<file path="config.mk">
export PLATFORM = sky130hd
export DESIGN_NAME = list_insert_at_position_core
export DESIGN_NICKNAME = d
export VERILOG_FILES = /design/src/rtl/core/lia_pkg.sv /design/src/rtl/core/lia_out_stage.sv /design/src/rtl/core/list_insert_at_position_core.sv
export SDC_FILE = /design/constraint.sdc
export NUM_CORES = 1
export LEC_CHECK = 0
export BUFFER_PORTS_ARGS = -buffer_cell sky130_fd_sc_hd__buf_2
export CORE_ASPECT_RATIO = 1.4
export CORE_MARGIN = 2
export CORE_UTILIZATION = 40
export DETAILED_ROUTE_END_ITERATION = 10
export GPL_TIMING_DRIVEN = 1
export PLACE_DENSITY = 0.6
export SYNTH_ARGS = -nofsm -noshare
export SYNTH_HDL_FRONTEND = slang
export SYNTH_SLANG_ARGS = --single-unit
</file>
<file path="constraint.sdc">
create_clock -name clk -period 8.05 [get_ports clk]
set_input_delay 0.4025 -clock clk [delete_from_list [all_inputs] [get_ports clk]]
set_output_delay 0.4025 -clock clk [all_outputs]
set_load 0.01 [all_outputs]
</file>
<file path="src/rtl/core/lia_pkg.sv">
// Shared types and constants for the list insert core.
// Used by lia_out_stage and list_insert_at_position_core; no dependencies.
package lia_pkg;

  localparam int DEPTH  = 32;
  localparam int ADDR_W = $clog2(DEPTH);
  localparam int CNT_W  = $clog2(DEPTH + 1);
  localparam int SEQ_W  = $clog2(2 * DEPTH + 1);
  localparam int DATA_W = 32;
  localparam int POS_W  = 8;

  typedef enum logic [1:0] {
    KIND_INVALID = 2'd0,
    KIND_FULL    = 2'd1,
    KIND_FWD     = 2'd2,
    KIND_REV     = 2'd3
  } kind_t;

  typedef enum logic [4:0] {
    ST_IDLE     = 5'b00001,
    ST_SHIFT_RD = 5'b00010,
    ST_SHIFT_WR = 5'b00100,
    ST_INSERT   = 5'b01000,
    ST_EMIT     = 5'b10000
  } state_t;

  typedef struct packed {
    kind_t                    kind;
    logic signed [DATA_W-1:0] element;
    logic                     last;
  } result_t;

endpackage

</file>
<file path="src/rtl/core/lia_out_stage.sv">
// Output register for result beats of the list insert core.
// Depends on lia_pkg for the result_t type.
module lia_out_stage (
  input  logic                                  clk,
  input  logic                                  rst,
  input  logic                                  load_valid,
  output logic                                  load_ready,
  input  lia_pkg::result_t                      load_data,
  output logic                                  out_valid,
  input  logic                                  out_ready,
  output lia_pkg::kind_t                        kind,
  output logic signed [lia_pkg::DATA_W-1:0]     element,
  output logic                                  last
);

  lia_pkg::result_t held;
  logic             valid;

  // The register can take a new beat when empty or when its beat leaves now.
  assign load_ready = !valid || out_ready;

  always_ff @(posedge clk) begin
    if (rst) begin
      valid <= 1'b0;
    end else if (load_ready) begin
      valid <= load_valid;
    end
  end

  always_ff @(posedge clk) begin
    if (load_ready && load_valid) begin
      held <= load_data;
    end
  end

  assign out_valid = valid;
  assign kind      = held.kind;
  assign element   = held.element;
  assign last      = held.last;

endmodule

</file>
<file path="src/rtl/core/list_insert_at_position_core.sv">
// Top level of the list insert core: sequencer, element memory and count.
// Depends on lia_pkg and lia_out_stage.
//
// Usage: an input beat (position, new_value) is taken on in_valid and
// in_ready. A position above the current count yields one beat of kind
// invalid; a full list yields one beat of kind full. Otherwise the value is
// inserted and the whole list goes out front to back (kind forward), then
// back to front (kind reverse), with last set on the final beat.
// Sequence: the insert moves the entries at and behind the position one place
// back, one read and then one write per moved entry through the memory's
// separate read and write ports, then ends the shift and writes the new value.
// Streaming then gives one beat per cycle while out_ready stays high, 2*n
// beats for a list of n entries, and then the final beat is loaded. The block
// takes the next input once it is idle again with no beat pending.
// Reset clears the state, the count and the valid flags; the memory holds
// garbage that is never read. When the receiver stalls, the output register
// and one memory read in flight hold their data and the sequencer waits.
module list_insert_at_position_core (
  input  logic                                  clk,
  input  logic                                  rst,
  input  logic                                  in_valid,
  output logic                                  in_ready,
  input  logic [lia_pkg::POS_W-1:0]             position,
  input  logic signed [lia_pkg::DATA_W-1:0]     new_value,
  output logic                                  out_valid,
  input  logic                                  out_ready,
  output lia_pkg::kind_t                        kind,
  output logic signed [lia_pkg::DATA_W-1:0]     element,
  output logic                                  last
);

  lia_pkg::state_t             state, state_next;
  logic [lia_pkg::CNT_W-1:0]   count, count_next;
  logic [lia_pkg::CNT_W-1:0]   k, k_next;
  logic [lia_pkg::ADDR_W-1:0]  pos, pos_next;
  logic [lia_pkg::DATA_W-1:0]  val, val_next;
  logic [lia_pkg::SEQ_W-1:0]   seq, seq_next;
  logic [lia_pkg::SEQ_W-1:0]   total, total_next;
  logic                        have_data, have_data_next;
  lia_pkg::kind_t              rd_kind, rd_kind_next;
  logic                        rd_last, rd_last_next;
  logic                        rd_zero, rd_zero_next;

  logic [lia_pkg::DATA_W-1:0]  mem [lia_pkg::DEPTH];
  logic [lia_pkg::DATA_W-1:0]  mem_q;
  logic                        rd_en, wr_en;
  logic [lia_pkg::ADDR_W-1:0]  rd_addr, wr_addr;
  logic [lia_pkg::DATA_W-1:0]  wr_data;

  logic                        load_ready, load;
  logic                        issue;
  logic [lia_pkg::SEQ_W-1:0]   rev_idx;
  lia_pkg::result_t            load_data;

  always_ff @(posedge clk) begin
    if (wr_en) begin
      mem[wr_addr] <= wr_data;
    end
    if (rd_en) begin
      mem_q <= mem[rd_addr];
    end
  end

  assign in_ready = (state == lia_pkg::ST_IDLE) && !have_data;
  assign load     = have_data && load_ready;
  assign issue    = (state == lia_pkg::ST_EMIT) && (seq != total) && (!have_data || load);
  assign rev_idx  = total - seq - lia_pkg::SEQ_W'(1);

  assign load_data.kind    = rd_kind;
  assign load_data.element = rd_zero ? '0 : $signed(mem_q);
  assign load_data.last    = rd_last;

  always_comb begin
    state_next     = state;
    count_next     = count;
    k_next         = k;
    pos_next       = pos;
    val_next       = val;
    seq_next       = seq;
    total_next     = total;
    have_data_next = have_data;
    rd_kind_next   = rd_kind;
    rd_last_next   = rd_last;
    rd_zero_next   = rd_zero;
    rd_en          = 1'b0;
    wr_en          = 1'b0;
    rd_addr        = '0;
    wr_addr        = '0;
    wr_data        = val;

    case (state)
      lia_pkg::ST_IDLE: begin
        if (in_valid && in_ready) begin
          pos_next   = position[lia_pkg::ADDR_W-1:0];
          val_next   = new_value;
          k_next     = count;
          seq_next   = '0;
          total_next = '0;
          if (position > lia_pkg::POS_W'(count)) begin
            have_data_next = 1'b1;
            rd_kind_next   = lia_pkg::KIND_INVALID;
            rd_last_next   = 1'b1;
            rd_zero_next   = 1'b1;
            state_next     = lia_pkg::ST_EMIT;
          end else if (count == lia_pkg::CNT_W'(lia_pkg::DEPTH)) begin
            have_data_next = 1'b1;
            rd_kind_next   = lia_pkg::KIND_FULL;
            rd_last_next   = 1'b1;
            rd_zero_next   = 1'b1;
            state_next     = lia_pkg::ST_EMIT;
          end else begin
            state_next = lia_pkg::ST_SHIFT_RD;
          end
        end
      end
      lia_pkg::ST_SHIFT_RD: begin
        if (k > {1'b0, pos}) begin
          rd_en      = 1'b1;
          rd_addr    = lia_pkg::ADDR_W'(k - lia_pkg::CNT_W'(1));
          state_next = lia_pkg::ST_SHIFT_WR;
        end else begin
          state_next = lia_pkg::ST_INSERT;
        end
      end
      lia_pkg::ST_SHIFT_WR: begin
        wr_en      = 1'b1;
        wr_addr    = k[lia_pkg::ADDR_W-1:0];
        wr_data    = mem_q;
        k_next     = k - lia_pkg::CNT_W'(1);
        state_next = lia_pkg::ST_SHIFT_RD;
      end
      lia_pkg::ST_INSERT: begin
        wr_en      = 1'b1;
        wr_addr    = pos;
        wr_data    = val;
        count_next = count + lia_pkg::CNT_W'(1);
        seq_next   = '0;
        total_next = {lia_pkg::SEQ_W'(count) + lia_pkg::SEQ_W'(1)} << 1;
        state_next = lia_pkg::ST_EMIT;
      end
      lia_pkg::ST_EMIT: begin
        // The read register holds its data until the next read, so one
        // beat can be loaded and the following element read in the same cycle.
        if (issue) begin
          rd_en          = 1'b1;
          have_data_next = 1'b1;
          rd_zero_next   = 1'b0;
          seq_next       = seq + lia_pkg::SEQ_W'(1);
          rd_last_next   = (seq + lia_pkg::SEQ_W'(1)) == total;
          if (seq < lia_pkg::SEQ_W'(count)) begin
            rd_addr      = seq[lia_pkg::ADDR_W-1:0];
            rd_kind_next = lia_pkg::KIND_FWD;
          end else begin
            rd_addr      = rev_idx[lia_pkg::ADDR_W-1:0];
            rd_kind_next = lia_pkg::KIND_REV;
          end
        end else if (load) begin
          have_data_next = 1'b0;
        end
        if (load && rd_last) begin
          state_next = lia_pkg::ST_IDLE;
        end
      end
      default: begin
        state_next     = lia_pkg::ST_IDLE;
        have_data_next = 1'b0;
      end
    endcase
  end

  always_ff @(posedge clk) begin
    if (rst) begin
      state     <= lia_pkg::ST_IDLE;
      count     <= '0;
      have_data <= 1'b0;
    end else begin
      state     <= state_next;
      count     <= count_next;
      have_data <= have_data_next;
    end
  end

  always_ff @(posedge clk) begin
    k       <= k_next;
    pos     <= pos_next;
    val     <= val_next;
    seq     <= seq_next;
    total   <= total_next;
    rd_kind <= rd_kind_next;
    rd_last <= rd_last_next;
    rd_zero <= rd_zero_next;
  end

  lia_out_stage u_out (
    .clk        (clk),
    .rst        (rst),
    .load_valid (have_data),
    .load_ready (load_ready),
    .load_data  (load_data),
    .out_valid  (out_valid),
    .out_ready  (out_ready),
    .kind       (kind),
    .element    (element),
    .last       (last)
  );

endmodule
</file>
After elaboration in Yosys (flattened, before gate mapping)
Memories as Yosys holds them, arrays and structs flattened. A register that Yosys moved wholly into a read port is not among the register bits. Cells that the tools add are included.

Add/subtract/negate cells: 6. Order comparisons: 3. Eq/ne operators: 13. Multiplexer cells: 40. Bitwise gates (word level): 1. Reduce and logical (&&, ||, !) cells: 23.

Operators by type and width (count): two-way mux 5 bit (7); two-way mux 32 bit (1); one-hot mux 5 bit (5 select lines) (1); one-hot mux 7 bit (3 select lines) (1); one-hot mux 5 bit (2 select lines) (2); two-way mux 7 bit (2); one-hot mux 7 bit (2 select lines) (1); two-way mux 1 bit (13); adder 6 x 1 -> 6 bit, second input constant (2); one-hot mux 6 bit (2 select lines) (1); greater-than comparator 8 x 6 -> 1 bit (1); two-way mux 2 bit (4); AND reduction 2 bit (4); AND reduction 4 bit (2); adder 7 x 1 -> 7 bit, second input constant (1); equality test 7 bit (1); < comparator 7 x 6 -> 1 bit (1); inequality test 7 bit (1); equality test 6 bit, second input constant (1); greater-than comparator 6 x 5 -> 1 bit (1); logical AND 1 bit (6); two-way mux 6 bit (1); one-hot mux 1 bit (2 select lines) (3); nonzero test 2 bit (3); 22 further kinds (25).

Register bits: 109. Memory bits (writable): 1024. Word-level logic and storage cells: 102. Memories: 1.

Memory list: mem (depth 32, width 32, rd ports 1, clocked after memory_dff 1, write ports 1, line list_insert_at_position_core.sv:44) `logic [lia_pkg::DATA_W-1:0] mem [lia_pkg::DEPTH];`.

Logic depth before layout (Yosys ltp)
Depth in word-level cells: 7. Gate-level depth with buffers: 17. Depth with buffers taken out: 11.

Modules after synthesis
From an unflattened synthesis, not the netlist that was laid out.

Cells, all modules: 3247. Area total of the unflattened synthesis: 46444.5 um2.

By module, submodules not included: list_insert_at_position_core (times used 1, cells each 3207, area an instance 45338.5 um2, seq. area each 33752.4 um2); lia_out_stage (times used 1, cells each 40, area an instance 1106.1 um2, seq. area each 1071.0 um2).

Least setup slack after synthesis
Ideal clock, no wire load.

Path kind: flip-flop to flip-flop. From: register state[0]. To: memory mem[30][0] in the netlist's numbering, enable pin. Library setup time: 421 ps. Data arrival time: 3332 ps. Slack: 4297 ps. Cell stages (with the launch flop): 8. Path buffers: 2. Clock period less this slack: 3753 ps. Cells stage by stage: dfxtp_1 -> or3_1 -> or3b_2 -> clkbuf_1 -> clkbuf_1 -> o32ai_1 -> nand2_1 -> nor2_1.

Cells in the longest elaborated chain, start to end: 5. Elaborated cells between the ends (all ways): 7. Classes of those cells: eq/ne (2); mux (4); reduce/logical (1).

RTL lines: from (decl) (line list_insert_at_position_core.sv:32) `lia_pkg::state_t state, state_next;`; from (signal assigned) (line list_insert_at_position_core.sv:173) `state <= lia_pkg::ST_IDLE;`; from (signal assigned) (line list_insert_at_position_core.sv:177) `state <= state_next;`; equality test 5 x 4 -> 1 bit or equality test 5 x 3 -> 1 bit (tied branches) (line list_insert_at_position_core.sv:91) `case (state)`; OR reduction 2 bit (no source line); two-way mux 1 bit (line list_insert_at_position_core.sv:91); two-way mux 1 bit (line list_insert_at_position_core.sv:56) `if (wr_en) begin`; two-way mux 1 bit (not written as such) (line list_insert_at_position_core.sv:57) `mem[wr_addr] <= wr_data;`; to (decl) (line list_insert_at_position_core.sv:44).

Parallel ways exist; a longest one is shown, timed or not.

Final worst setup path
From: register count[2] in the netlist's numbering. To: register mem_q[7] in the netlist's numbering (read register of mem), data pin.

Cells in the longest elaborated chain, start to end: 4.

RTL lines: from (decl) (line list_insert_at_position_core.sv:33) `logic [lia_pkg::CNT_W-1:0] count, count_next;`; from (signal assigned) (line list_insert_at_position_core.sv:178) `count <= count_next;`; < comparator 7 x 6 -> 1 bit (line list_insert_at_position_core.sv:150) `if (seq < lia_pkg::SEQ_W'(count)) begin`; two-way mux 5 bit (line list_insert_at_position_core.sv:150); two-way mux 5 bit (line list_insert_at_position_core.sv:144) `if (issue) begin`; one-hot mux 5 bit (2 select lines) (line list_insert_at_position_core.sv:91); to (decl) (line list_insert_at_position_core.sv:45) `logic [lia_pkg::DATA_W-1:0] mem_q;`.

Every way passes these cells. A chain may end at the register's enable or synchronous reset.

==> impl_metrics.yaml <==
outcome:
  run_status: "complete, no violations"
yosys:
  synthesized_nets: 3584
  syn_area_per_cell_um2: 13.45
  synth_largest_type_area_fraction: 0.7309
  synth_simple_gate_area_frac: 0.1562
  synth_top_flop_cell: "edfxtp_1"
  synth_compound_area_frac: 0.06760
  yosys_warnings: 0
  cell_type_with_the_largest_total_area_after_synthesis: "edfxtp_1"
  post_synth_inst_count: 3516
  dominant_combinational_cell_family_by_area_after_synthesis: "simple AND/OR/NAND/NOR gates"
  post_synth_xor_area_fraction: 0.005371
  synth.yosys.seq_area_share: 0.7364
  synth_edf_count: 1151
  synth_area_um2: 47290
  synth_mux_area_frac: 0.004498
  synth_area_leaders: "edfxtp_1 (73%), nand2_1 (7.5%), nand3_1 (2.6%)"
  async_reset_ff_frac: 0
  ys_ff_latch: 1164
  yosysUniqueCellTypes: 80
  synth_adder_area_share: 0.006508
floorplanning:
  floorplan.die_area_um2: 121000
  io-pin-count: 81
  placement_row_count: 149
  core_region_area_um2: 117600
  die_h_um: 410.8
  die_width_um: 294.6
  initial_core_util: 0.4020
routing:
  first_pass_iters: 7
  met2_length_mm: 69.80
  drtIter0Drc: 3611
  detail_route.wirelength_mm: 140.6
  drcViolationCount: 0
  drt-wirelength-per-cell_um: 26.75
  met3_wirelength_from_detailed_routing_mm: 9.363
  ant_nets: 0
  m1WireLength_mm: 53.15
  num_vias: 29830
  post_drt_via_cell_ratio: 5.675
  highest_layer: "met5"
setup_path:
  path_cells: "inv_1 -> ha_1 -> a21o_1 -> a31oi_1 -> o211ai_1 -> o21ai_4 -> buf_4 -> nand2_8 -> nand3_4 -> o22ai_1 -> o21bai_1 -> nor4b_2"
  worst-path-max-fanout: 83
  timing.setup.critical_path_class: "register to register"
  setup.worst_path.end_class: "register"
  cp_slowest_cell: "nand3_4"
  critical-path-max-stage-delay_ps: 800
  crit_path_start_kind: "register"
  timing.critical_path.arrival_ps: 5430
  worst-endpoint-required_ps: 8570
min_path:
  hp-class: "input port to register"
sta:
  final.setup.tns_ps: 0
  report.final.hold_viol_count: 0
  fmax_mhz: 203.4
  smallest_hold_slack_ps: 37.40
  timing.slew.headroom: 0.1895
  tightestPinTransition_ps: 1213
  finalWorstPathRequiredPeriod_ps: 4916
  fin_crit_sh: 0.6107
  setup_viol: 0
  finClkSkew_ps: 28.84
  grt_setup_unrepaired: "false"
  drv_slew: 0
clocking:
  htree_levels: 3
  clock_tree.buffer_depth: 3
  clk-insertion-delay-late_ps: 720
  clock-sinks: 1164
  clk_slew_on_worst_s_h_paths_ps: 70
  root_buffer: "clkbuf_16"
  cts_buffers: 105
  tritoncts: "done"
  post_cts.repair.setup_buffers: 0
placement:
  hpwlAfterDp_mm: 75.94
  numPlacedInstances: 5025
  routabilityCongestion: 0.8413
  port_buffers: 80
grt:
  first_global_vias: 29030
  globalRoute.totalOverflow: 0
  grt_antenna_before_repair: 1
  grtUsageTotal: 0.2307
  grt_first_pass_wirelength_mm: 201.6
  largest_net_degree_at_the_start_of_global_routing: 163
job:
  timing.max_cap.violations: 0
final_layout:
  multi_input_gate_area_in_the_final_layout_um2: 11670
  fin_cells: 5256
  drive_above_1_share: 0.1087
  filler_cell_count: 10280
  postLayoutCoreUtil: 0.4530
  regArea_um2: 34820
  syn2layout_area_growth_pct: 12.69
  fin_nets: 3655
pwr:
  p_leak_nw: 18.26
  vdd.ir_drop.worst_mv: 0.1679
  power_per_cell_area_nw_per_um2: 273.5
## worst max-delay path: cells and delay by family (launching register included)
family                     cells  cell delay [ps]
buffers and inverters          2              700
and+or+nand+nor                3             1590
DFF                            1              490
AOI/OAI and AO/OA              6             1500
adders and majority gates      1              330
## metal layers
metal / GRT usage / vias up
met3: 0.02976 / 306
met4: 0.1288 / 2
met1: 0.2842 / 15130
met5: 0 / -
li1: - / 13140
met2: 0.3926 / 1255
## sequential cells by signal, indices dropped and copies added, names as in the netlist
register / flops
mem_q: 32
count: 6
rd_zero: 1
rd_kind: 2
val: 32
u_out.last: 1
state: 5
u_out.kind: 2
seq: 7
pos: 5
total: 6
mem: 1024
k: 6
u_out.element: 32
rd_last: 1
u_out.out_valid: 1
have_data: 1
## power by group
part | total (mW) | switching (mW) | internal (mW)
clock | 4.98 | 2.22 | 2.76
sequential | 7.47 | 0.169 | 7.30
combinational | 2.13 | 1.52 | 0.605
total | 14.6 | 3.91 | 10.7
## metrics by stage
stage / setup slack [ps] / area, µm² / total power, mW
2_1_floorplan: 4297 / 47290 / 8.868
3_3_place_gp: 3285 / 49540 / 9.666
3_5_place_dp: 3201 / 49540 / 9.694
4_1_cts: 3147 / 53290 / 14.62
5_1_grt: 2857 / 53290 / 15.03
6_report: 3134 / 53290 / 14.58
## cell usage after synthesis, drive strengths merged (5+ instances only)
| cell type | n |
|---|---|
| mux2i | 19 |
| o22ai | 46 |
| o211ai | 6 |
| a221oi | 8 |
| a31o | 27 |
| xnor2 | 22 |
| dfxtp | 13 |
| nor2b | 36 |
| o21a | 7 |
| a211o | 28 |
| nor3 | 9 |
| and3 | 173 |
| and2 | 14 |
| inv | 20 |
| or2 | 7 |
| nand2 | 944 |
| nand4 | 11 |
| a31oi | 87 |
| nand3 | 250 |
| o21ai | 44 |
| buf | 103 |
| a21oi | 67 |
| and3b | 18 |
| xor2 | 7 |
| or3 | 5 |
| nor2 | 63 |
| clkbuf | 121 |
| ha | 23 |
| a211oi | 103 |
| nor4b | 29 |
| edfxtp | 1151 |
## timing repair
item                       4_1_cts  5_1_grt
setup endpoints to repair        0        0
resized for setup                0        0
hold buffers                    40        0
hold endpoints to repair        44        0
## cells by family after synthesis
logic type | Yosys count
fa+ha+maj | 24
buf+inv | 244
flops | 1164
mux | 20
xor+xnor | 29
compound gates | 458
simple gates | 1577
## cells in the final DEF, fill, tap and decap left out, drive strengths merged, types with 4 or more instances in the layout
cell            n
a21oi          67
a31o           27
ha             23
dfxtp          13
a21o            4
nand3         250
o21ai          44
mux2i          19
a311oi          4
clkinv         47
a31oi          87
edfxtp       1151
o211a           4
a211o          28
or2             7
o21a            7
o32ai           4
nor2b          36
o211ai          6
nor3b           4
clkbuf        129
nor4b          29
and3b          18
nor2           63
nand2         944
dlygate4sd3    40
or3             5
xor2            7
xnor2          22
inv            23
and3          173
nand2b          4
a211oi        103
o22ai          46
bufinv          9
and2           14
nor3            9
buf           148
nand4          11
a221oi          8
## final timing paths
kind | end | startpoint | depth (start not counted) | slack [ps]
worst max-delay path | mem_q[7] | count[2] | 12 | 3130
worst max register to register | mem_q[7] | count[2] | 12 | 3130
worst min register to register | u_out.kind[1] | rd_kind[1] | 0 | 420
worst min-delay path | state[1] | position[7] | 4 | 40
## final cells by class
type                    instances  share of cell area
multi-input cells            2108              0.2190
clock buffers                 129             0.05259
diodes                          1          0.00004695
inverters                      20            0.001409
flip-flops and latches       1164              0.6534
well taps                    1585             0.03721
repair buffers                188             0.02601
clock inverters                61             0.01026
No activity file was read; power rests on OpenSTA's default activity.
